==> config.mk <==
export PLATFORM = sky130hd
export DESIGN_NAME = smoothed_biquad_multichannel_core
export DESIGN_NICKNAME = d
export VERILOG_FILES = /design/src/hdl/sbq_pkg.sv /design/src/hdl/smoothed_biquad_multichannel_core.sv
export SDC_FILE = /design/constraint.sdc
export NUM_CORES = 2
export LEC_CHECK = 0
export ABC_AREA = 1
export ABC_CLOCK_PERIOD_IN_PS = 11480
export BUFFER_PORTS_ARGS = -buffer_cell sky130_fd_sc_hd__buf_2
export CELL_PAD_IN_SITES_DETAIL_PLACEMENT = 0
export CELL_PAD_IN_SITES_GLOBAL_PLACEMENT = 1
export CORE_MARGIN = 4
export CORE_UTILIZATION = 47
export CTS_CLUSTER_SIZE = 28
export DETAILED_ROUTE_END_ITERATION = 8
export GPL_TIMING_DRIVEN = 0
export PLACE_DENSITY = 0.8
export SLEW_MARGIN = 10
export SYNTH_ARGS = -nofsm -noshare
export SYNTH_HDL_FRONTEND = slang
export SYNTH_SLANG_ARGS = --single-unit
==> constraint.sdc <==
create_clock -name clk -period 11.48 [get_ports clk]
set_clock_uncertainty 0.2 [all_clocks]
set_input_delay 0.574 -clock clk [delete_from_list [all_inputs] [get_ports clk]]
set_output_delay 0.574 -clock clk [all_outputs]
set_load 0.01 [all_outputs]
==> src/hdl/sbq_pkg.sv <==
`default_nettype none
// ----------------------------------------------------------------------------
// Smoothed biquad package
// Shared types, register indexes and saturation helpers for the multichannel
// transposed direct form II biquad core.
// ----------------------------------------------------------------------------
package sbq_pkg;

	localparam int MAX_CHANNELS_DEF   = 8;
	localparam int SAMPLE_BITS_DEF    = 24;
	localparam int COEF_FRAC_BITS_DEF = 27;

	localparam int COEF_BITS  = 32;
	localparam int STATE_BITS = 48;
	localparam int FB_BITS    = 40;
	localparam int NUM_COEFS  = 5;
	localparam int CFG_IDX_BITS = 3;
	localparam int CFG_DATA_BITS = 32;
	localparam int SMOOTH_BITS = 17;
	localparam int ACT_BITS    = 4;
	localparam int CH_BITS     = 3;

	// configuration register indexes
	localparam logic [CFG_IDX_BITS-1:0] REG_TB0    = 3'd0;
	localparam logic [CFG_IDX_BITS-1:0] REG_TB1    = 3'd1;
	localparam logic [CFG_IDX_BITS-1:0] REG_TB2    = 3'd2;
	localparam logic [CFG_IDX_BITS-1:0] REG_TA1    = 3'd3;
	localparam logic [CFG_IDX_BITS-1:0] REG_TA2    = 3'd4;
	localparam logic [CFG_IDX_BITS-1:0] REG_SMOOTH = 3'd5;
	localparam logic [CFG_IDX_BITS-1:0] REG_ACTIVE = 3'd6;

	localparam logic [SMOOTH_BITS-1:0] SMOOTH_RESET = 17'h10000;
	localparam logic [ACT_BITS-1:0]    ACTIVE_RESET = 4'd2;

	// coefficient slots
	localparam logic [2:0] C_B0 = 3'd0;
	localparam logic [2:0] C_B1 = 3'd1;
	localparam logic [2:0] C_B2 = 3'd2;
	localparam logic [2:0] C_A1 = 3'd3;
	localparam logic [2:0] C_A2 = 3'd4;

	typedef enum logic [1:0] {
		OP_NONE,
		OP_BLEND,
		OP_HI,
		OP_LO
	} op_t;

	typedef struct packed {
		op_t        kind;
		logic [2:0] idx;
	} uop_t;

	localparam logic signed [STATE_BITS-1:0] S48_MAX = {1'b0, {(STATE_BITS-1){1'b1}}};
	localparam logic signed [STATE_BITS-1:0] S48_MIN = {1'b1, {(STATE_BITS-1){1'b0}}};
	localparam logic signed [FB_BITS-1:0]    S40_MAX = {1'b0, {(FB_BITS-1){1'b1}}};
	localparam logic signed [FB_BITS-1:0]    S40_MIN = {1'b1, {(FB_BITS-1){1'b0}}};

	function automatic logic signed [STATE_BITS-1:0] sat_prod48(input logic signed [75:0] v);
		logic [75:47] top;
		top = v[75:47];
		if ((&top) || !(|top))
			return v[STATE_BITS-1:0];
		return v[75] ? S48_MIN : S48_MAX;
	endfunction

	function automatic logic signed [STATE_BITS-1:0] sat_sum48(input logic signed [51:0] v);
		logic [51:47] top;
		top = v[51:47];
		if ((&top) || !(|top))
			return v[STATE_BITS-1:0];
		return v[51] ? S48_MIN : S48_MAX;
	endfunction

	function automatic logic signed [FB_BITS-1:0] sat40(input logic signed [STATE_BITS-1:0] v);
		logic [47:39] top;
		top = v[47:39];
		if ((&top) || !(|top))
			return v[FB_BITS-1:0];
		return v[47] ? S40_MIN : S40_MAX;
	endfunction

endpackage
`default_nettype wire

==> src/hdl/smoothed_biquad_multichannel_core.sv <==
`default_nettype none
// ----------------------------------------------------------------------------
// Smoothed multichannel biquad core
// Transposed direct form II biquad, per-channel delay memory, shared
// coefficient set that snaps to or blends towards target registers.
// ----------------------------------------------------------------------------
// One item at a time: the next input transfer is taken once the result is
//   registered, as in_ready rises together with out_valid.
// All products come from the single shared 33x25 multiplier: ten partial
//   products per filtered sample plus five for a blend, with a two-stage drain.
// Reset clears coefficients, delay valid bits and control; targets reset to 0,
//   smooth factor to full jump, active channel count to 2.
module smoothed_biquad_multichannel_core
	import sbq_pkg::*;
#(
	parameter int MAX_CHANNELS   = MAX_CHANNELS_DEF,
	parameter int SAMPLE_BITS    = SAMPLE_BITS_DEF,
	parameter int COEF_FRAC_BITS = COEF_FRAC_BITS_DEF
) (
	input  wire                           clk,
	input  wire                           arst_n,
	input  wire                           cfg_valid,
	output logic                          cfg_ready,
	input  wire  [CFG_IDX_BITS-1:0]       cfg_index,
	input  wire  [CFG_DATA_BITS-1:0]      cfg_data,
	input  wire                           in_valid,
	output logic                          in_ready,
	input  wire  signed [SAMPLE_BITS-1:0] sample_in,
	input  wire  [CH_BITS-1:0]            channel,
	input  wire                           block_start,
	input  wire                           snap,
	output logic                          out_valid,
	input  wire                           out_ready,
	output logic signed [SAMPLE_BITS-1:0] sample_out,
	output logic [CH_BITS-1:0]            channel_out,
	output logic                          clipped
);

	localparam int CW  = (MAX_CHANNELS > 1) ? $clog2(MAX_CHANNELS) : 1;
	localparam int ZF  = 40 - SAMPLE_BITS;
	localparam int SHR = (COEF_FRAC_BITS >= 16) ? COEF_FRAC_BITS : 16;
	localparam int SHL = (COEF_FRAC_BITS >= 16) ? 0 : 16 - COEF_FRAC_BITS;

	localparam logic [4:0] ST_BLEND    = 5'd0;
	localparam logic [4:0] ST_FILT     = 5'd5;
	localparam logic [4:0] ST_ISS_END  = 5'd15;
	localparam logic [4:0] ST_FIN_PASS = 5'd6;
	localparam logic [4:0] ST_FIN_ACT  = 5'd17;

	localparam logic signed [51:0] SMAX = (52'sd1 <<< (SAMPLE_BITS - 1)) - 52'sd1;
	localparam logic signed [51:0] SMIN = -SMAX - 52'sd1;
	localparam logic signed [51:0] RND  = 52'sd1 <<< (ZF - 1);

	typedef enum logic {
		S_IDLE,
		S_RUN
	} state_t;

	state_t state_q;
	logic [4:0] step_q;

	// configuration
	logic signed [COEF_BITS-1:0] tgt_q [NUM_COEFS];
	logic [SMOOTH_BITS-1:0]      smooth_q;
	logic [ACT_BITS-1:0]         act_q;
	logic signed [COEF_BITS-1:0] coef_q [NUM_COEFS];

	// item
	logic signed [SAMPLE_BITS-1:0] x_q;
	logic [CH_BITS-1:0]            ch_q;
	logic                          blend_q;
	logic                          act_ok_q;
	logic                          zvld_q;

	// delay memory
	logic signed [STATE_BITS-1:0] mem1 [MAX_CHANNELS];
	logic signed [STATE_BITS-1:0] mem2 [MAX_CHANNELS];
	logic [MAX_CHANNELS-1:0]      dvld_q;
	logic signed [STATE_BITS-1:0] z1_q, z2_q;
	logic signed [STATE_BITS-1:0] z1, z2;

	// datapath
	uop_t                         iss_uop;
	uop_t                         uop_s1;
	logic signed [57:0]           prod_s1;
	logic signed [COEF_BITS-1:0]  cold_s1;
	logic signed [71:0]           acc_s2;
	logic signed [STATE_BITS-1:0] term_s2;
	logic                         tvld_s2;
	logic [2:0]                   tidx_s2;
	logic signed [STATE_BITS-1:0] y_q;
	logic signed [48:0]           n1_q;
	logic signed [STATE_BITS-1:0] n2_q;

	logic signed [32:0]        op_a;
	logic signed [24:0]        op_b;
	logic signed [COEF_BITS-1:0] c_sel;
	logic signed [39:0]        xz, yf, v_sel;
	logic [SMOOTH_BITS-1:0]    g;
	logic [4:0]                rel;
	logic signed [71:0]        full;
	logic signed [75:0]        scaled;
	logic signed [51:0]        rsum, rsh;
	logic                      in_fire, fin, fin_fire;
	logic [CW-1:0]             ch_idx_in, ch_idx_q;
	logic                      act_in;

	assign cfg_ready = 1'b1;
	assign in_ready  = (state_q == S_IDLE);
	assign in_fire   = in_valid && in_ready;
	assign ch_idx_in = CW'(channel);
	assign ch_idx_q  = CW'(ch_q);
	assign act_in    = ({1'b0, channel} < act_q) && (int'(channel) < MAX_CHANNELS);
	assign fin       = (state_q == S_RUN) && (step_q == (act_ok_q ? ST_FIN_ACT : ST_FIN_PASS));
	assign fin_fire  = fin && (!out_valid || out_ready);

	assign z1 = zvld_q ? z1_q : '0;
	assign z2 = zvld_q ? z2_q : '0;
	assign xz = 40'(x_q) <<< ZF;
	assign yf = sat40(y_q);
	assign g  = smooth_q[16] ? SMOOTH_RESET : smooth_q;

	// issue decode
	assign rel = step_q - ST_FILT;
	always_comb begin
		iss_uop = '{kind: OP_NONE, idx: 3'd0};
		if (state_q == S_RUN) begin
			if (step_q < ST_FILT) begin
				iss_uop = '{kind: OP_BLEND, idx: step_q[2:0]};
			end else if (step_q < ST_ISS_END && act_ok_q) begin
				iss_uop = '{kind: (rel[0] ? OP_LO : OP_HI), idx: rel[3:1]};
			end
		end
	end

	// shared multiplier operands
	always_comb begin
		c_sel = coef_q[iss_uop.idx];
		v_sel = (iss_uop.idx >= C_A1) ? yf : xz;
		unique case (iss_uop.kind)
			OP_BLEND: begin
				op_a = 33'(tgt_q[iss_uop.idx]) - 33'(c_sel);
				op_b = 25'({8'd0, g});
			end
			OP_HI: begin
				op_a = 33'(c_sel);
				op_b = {v_sel[39], v_sel[39:16]};
			end
			OP_LO: begin
				op_a = 33'(c_sel);
				op_b = 25'({9'd0, v_sel[15:0]});
			end
			default: begin
				op_a = '0;
				op_b = '0;
			end
		endcase
	end

	assign full   = acc_s2 + 72'(prod_s1);
	assign scaled = (76'(full) >>> SHR) <<< SHL;
	assign rsum   = 52'(y_q) + RND;
	assign rsh    = rsum >>> ZF;

	// configuration, coefficients and pipeline control
	always_ff @(posedge clk or negedge arst_n) begin
		if (!arst_n) begin
			for (int i = 0; i < NUM_COEFS; i++) begin
				tgt_q[i]  <= '0;
				coef_q[i] <= '0;
			end
			smooth_q <= SMOOTH_RESET;
			act_q    <= ACTIVE_RESET;
			uop_s1   <= '{kind: OP_NONE, idx: 3'd0};
			tvld_s2  <= 1'b0;
			tidx_s2  <= '0;
		end else begin
			if (cfg_valid && cfg_ready) begin
				unique case (cfg_index)
					REG_TB0:    tgt_q[0] <= cfg_data;
					REG_TB1:    tgt_q[1] <= cfg_data;
					REG_TB2:    tgt_q[2] <= cfg_data;
					REG_TA1:    tgt_q[3] <= cfg_data;
					REG_TA2:    tgt_q[4] <= cfg_data;
					REG_SMOOTH: smooth_q <= cfg_data[SMOOTH_BITS-1:0];
					REG_ACTIVE: act_q    <= cfg_data[ACT_BITS-1:0];
					default: ;
				endcase
			end
			uop_s1  <= iss_uop;
			tvld_s2 <= (uop_s1.kind == OP_LO);
			tidx_s2 <= uop_s1.idx;
			if (in_fire && snap) begin
				for (int i = 0; i < NUM_COEFS; i++)
					coef_q[i] <= tgt_q[i];
			end else if (uop_s1.kind == OP_BLEND) begin
				coef_q[uop_s1.idx] <= cold_s1 + 32'(prod_s1 >>> 16);
			end
		end
	end

	// multiplier, product assembly and term combination
	always_ff @(posedge clk) begin
		prod_s1 <= 58'(op_a) * 58'(op_b);
		cold_s1 <= c_sel;
		if (uop_s1.kind == OP_HI)
			acc_s2 <= 72'(prod_s1) <<< 16;
		if (uop_s1.kind == OP_LO)
			term_s2 <= sat_prod48(scaled);
		if (tvld_s2) begin
			unique case (tidx_s2)
				C_B0: y_q  <= sat_sum48(52'(term_s2) + 52'(z1));
				C_B1: n1_q <= 49'(term_s2) + 49'(z2);
				C_B2: n2_q <= term_s2;
				C_A1: n1_q <= 49'(sat_sum48(52'(n1_q) - 52'(term_s2)));
				C_A2: n2_q <= sat_sum48(52'(n2_q) - 52'(term_s2));
				default: ;
			endcase
		end
	end

	// delay memory, registered read
	always_ff @(posedge clk) begin
		if (fin_fire && act_ok_q) begin
			mem1[ch_idx_q] <= n1_q[STATE_BITS-1:0];
			mem2[ch_idx_q] <= n2_q;
		end
		if (in_fire) begin
			z1_q <= mem1[ch_idx_in];
			z2_q <= mem2[ch_idx_in];
		end
	end

	// sequencer and result register
	always_ff @(posedge clk or negedge arst_n) begin
		if (!arst_n) begin
			state_q     <= S_IDLE;
			step_q      <= '0;
			dvld_q      <= '0;
			out_valid   <= 1'b0;
			sample_out  <= '0;
			channel_out <= '0;
			clipped     <= 1'b0;
			x_q         <= '0;
			ch_q        <= '0;
			blend_q     <= 1'b0;
			act_ok_q    <= 1'b0;
			zvld_q      <= 1'b0;
		end else begin
			if (out_valid && out_ready && !fin_fire)
				out_valid <= 1'b0;
			unique case (state_q)
				S_IDLE: begin
					if (in_fire) begin
						x_q      <= sample_in;
						ch_q     <= channel;
						blend_q  <= block_start && !snap;
						act_ok_q <= act_in;
						zvld_q   <= act_in && dvld_q[ch_idx_in];
						step_q   <= (block_start && !snap) ? ST_BLEND : ST_FILT;
						state_q  <= S_RUN;
					end
				end
				S_RUN: begin
					if (fin) begin
						if (fin_fire) begin
							out_valid   <= 1'b1;
							channel_out <= ch_q;
							state_q     <= S_IDLE;
							if (!act_ok_q) begin
								sample_out <= x_q;
								clipped    <= 1'b0;
							end else begin
								dvld_q[ch_idx_q] <= 1'b1;
								if (rsh > SMAX) begin
									sample_out <= SMAX[SAMPLE_BITS-1:0];
									clipped    <= 1'b1;
								end else if (rsh < SMIN) begin
									sample_out <= SMIN[SAMPLE_BITS-1:0];
									clipped    <= 1'b1;
								end else begin
									sample_out <= rsh[SAMPLE_BITS-1:0];
									clipped    <= 1'b0;
								end
							end
						end
					end else begin
						step_q <= step_q + 5'd1;
					end
				end
				default: state_q <= S_IDLE;
			endcase
		end
	end

	a_fin_drained: assert property (@(posedge clk) disable iff (!arst_n)
		fin |-> (uop_s1.kind == OP_NONE) && !tvld_s2)
		else $error("result taken with products in flight");

	a_blend_only_when_asked: assert property (@(posedge clk) disable iff (!arst_n)
		(uop_s1.kind == OP_BLEND) |-> blend_q)
		else $error("blend issued without block start");

	a_filter_only_active: assert property (@(posedge clk) disable iff (!arst_n)
		(uop_s1.kind == OP_HI || uop_s1.kind == OP_LO) |-> act_ok_q)
		else $error("filter product issued for pass-through channel");

	a_clip_at_limit: assert property (@(posedge clk) disable iff (!arst_n)
		(out_valid && clipped) |->
			(sample_out == SMAX[SAMPLE_BITS-1:0]) || (sample_out == SMIN[SAMPLE_BITS-1:0]))
		else $error("clip flag without saturated sample");

	a_transfer_starts_run: assert property (@(posedge clk) disable iff (!arst_n)
		in_fire |=> (state_q == S_RUN))
		else $error("input transfer did not start the sequencer");

endmodule
`default_nettype wire

==> key figures <==
Run status
  – Outcome: finished, final reports clean

STA
  – Post-route setup TNS: 0 ps
  – Setup Viol. Count Final: 0
  – Fmax: between 80 and 90 MHz
  – Final hold vios: 0
  – Clock period minus worst slack: 11250 ps
  – Worst rel slew slack: 0.1080
  – Tcrit/Tclk final: 0.9798
  – Max-slew violation count: 0
  – Hold_ws: 73.28 ps
  – Worst Tran Pin Value: 1338 ps
  – Worst setup margin: between 200 and 250 ps

Synthesis
  – Most frequent cell after synthesis: nand2_1
  – Cell taking the most area after synthesis: edfxtp_1
  – Async set-reset flop share out of synthesis: 0.2602
  – Top cells by area, synth: edfxtp_1, fa_1, nand2_1
  – Netlist cell types: 67
  – Post-Syn Nets: 15140
  – Syn Std Cell Area: between 0.1 and 0.15 sq mm
  – Number of enable flip-flop cells after synthesis: roughly 1100
  – Share of the synthesized area in the top cell type: 0.2846
  – Top cells by count, synth: nand2_1, inv_1, nor2_1
  – Synth Warn #: 0
  – Cell count after synthesis: about 14000
  – Post-synthesis sequential area ratio: 0.3901
  – Seq cells post-synth: 1622
  – Syn avg cell area: 8.515 sq um
  – Ys flop type: edfxtp_1

Clocking
  – CTS sink cnt: 1622
  – Root Buffer: clkbuf_16
  – Clock latency on the worst-skew pair: 890 ps
  – Reg clk slew, reported paths: about 60 ps
  – CTS H-tree depth: 4
  – Bufs on Longest Clock Path: 3
  – Total CTS buffers: 181
  – TritonCTS clock tree: built

Floorplanning
  – # IOs: 100
  – DIE AREA: 0.2573 sq mm
  – Core Box Area: around 0.25 sq mm
  – Die extent in x: just over 500 um
  – Site Rows: roughly 180
  – Chip height: 507.2 um
  – Initial Util: 0.4719

Finish
  – Final nets: 15570
  – Layout cells sized above 1: 0.06843
  – Layout area overhead: 11.70%
  – Final instance area: between 0.1 and 0.15 sq mm

Worst setup path
  – WP data required: ~12000 ps
  – CP Launch Type: flip-flop
  – Max FO, Critical Path: 10
  – Most frequent CP cell: nand2_1
  – CP max-delay cell: fa_1
  – Critical path class: reg -> reg
  – CP max stage delay: 630 ps
  – CP arrival: 11830 ps
  – Endpoint class of the critical path: flip-flop

Place
  – Port Buf Inserts: 98
  – Cell Area, Placed: 0.1229 sq mm
  – Placement-stage worst setup slack: -2236 ps
  – Gpl congestion: 1.049
  – HPWL after detailed placement: 392500 um

Job
  – Max cap viols: 0

Global routing
  – Largest net degree at the start of global routing: 114
  – Vias in the first global route: 100400
  – First-pass GRT wire length: between 600000 and 700000 um
  – GRT overflow: 0
  – Tot GR Track Use: 0.3677
  – Initial antenna violation count: 24

Route
  – Post-Route WL: 479500 um
  – Drt drc: 0
  – DR vias: 101200
  – Antenna viol nets, final: 0
  – DR iter-0 viols: 10970
  – First-pass DRT Iterations: 6
  – Via/cell ratio: 5.727
  – WL per Instance: 27.12 um

Worst hold path
  – Hold crit path type: in -> reg
## through the flow
stage / utilization / cells
after global placement: 0.4907 / 17180
after CTS: 0.5241 / 17650
final: 0.5271 / 17680
after detailed placement: 0.4953 / 17230
after floorplan: - / 13760
after global routing: 0.5270 / 17670
## kinds of logic (layout without fill, tap and decap cells)
family | count (synthesis) | after routing | synth area share
simple gates | 5659 | 5659 | 0.1961
buf+inv | 2597 | 3178 | 0.08821
fa+ha+maj | 1320 | 1320 | 0.1954
xor+xnor | 254 | 254 | 0.01899
flops | 1622 | 1622 | 0.3901
other cells | 1 | 14 | 0.00003202
compound gates | 2302 | 2302 | 0.1111
## placed cells by master, fill, tap and decap left out, types with 119 or more instances in the layout
cell type | netlist | routed
nand4_1 | 119 | 119
fa_1 | 848 | 837
dfrtp_1 | 420 | 418
xor2_1 | 185 | 184
inv_1 | 2024 | 2016
nor2_1 | 1853 | 1829
edfxtp_1 | 1110 | 1110
clkbuf_1 | 290 | 294
nand3_1 | 554 | 548
a21oi_1 | 589 | 572
clkbuf_16 | 0 | 183
a31oi_1 | 163 | 163
o21ai_0 | 1022 | 980
buf_2 | 115 | 193
nand2_1 | 2844 | 2827
ha_1 | 472 | 457
## area by class of cell
type / count / area [sq um]
buffer: 512 / 2700
fill: 23490 / 117400
clock inverter: 111 / 1383
inverter: 2085 / 7876
timing repair buffer: 242 / 2391
tap: 3330 / 4167
antenna: 13 / 32.53
sequential: 1622 / 45700
clock buffer: 228 / 4818
multi-input combinational: 9536 / 61760
## critical path: cells and delay by family (launching register included)
family | cells | cell delay, ps
AO/OA/AOI/OAI | 7 | 840
XOR/XNOR | 1 | 160
adder cells (fa/ha/maj) | 9 | 4610
buffers and inverters | 14 | 2030
flip-flops | 1 | 430
AND/OR/NAND/NOR | 19 | 2880
## timing repair
action | 4_1_cts | 5_1_grt
resized for setup | 116 | 165
setup buffers | 17 | 21
setup endpoints to repair | 45 | 37
hold endpoints to repair | 219 | 0
pin swaps | 11 | 18
hold buffers | 56 | 0
## path summary, 6_finish.rpt
kind | start | end | slack, ps | cells past startpoint
min | cfg_data[9] | tgt_q[9] | 70 | 3
max | step_q[0] | prod_s1[56] | 230 | 50
max in group asynchronous | arst_n | tgt_q[45] | 8960 | 5
min reg2reg | prod_s1[5] | acc_s2[21] | 200 | 0
max reg2reg | step_q[0] | prod_s1[56] | 230 | 50
min in group asynchronous | arst_n | x_q[11] | 90 | 2
## registers in the layout, summed over array words and instances (netlist names), 49 cells and up
register  flops
n1_q         49
prod_s1      58
mem1        384
coef_q      160
tgt_q       160
mem2        384
acc_s2       56
## per-layer routing
metal,up-vias,global-route usage,share of wire
met4,8,0.2513,0.085
met2,4813,0.5873,0.45
met5,-,0,0.00012
li1,45550,-,-
met3,1291,0.04793,0.073
met1,49590,0.4679,0.39
Power is left out: the tool's default activity adds up to more than one toggle a clock period on the data nets, which glitch-free logic cannot reach.
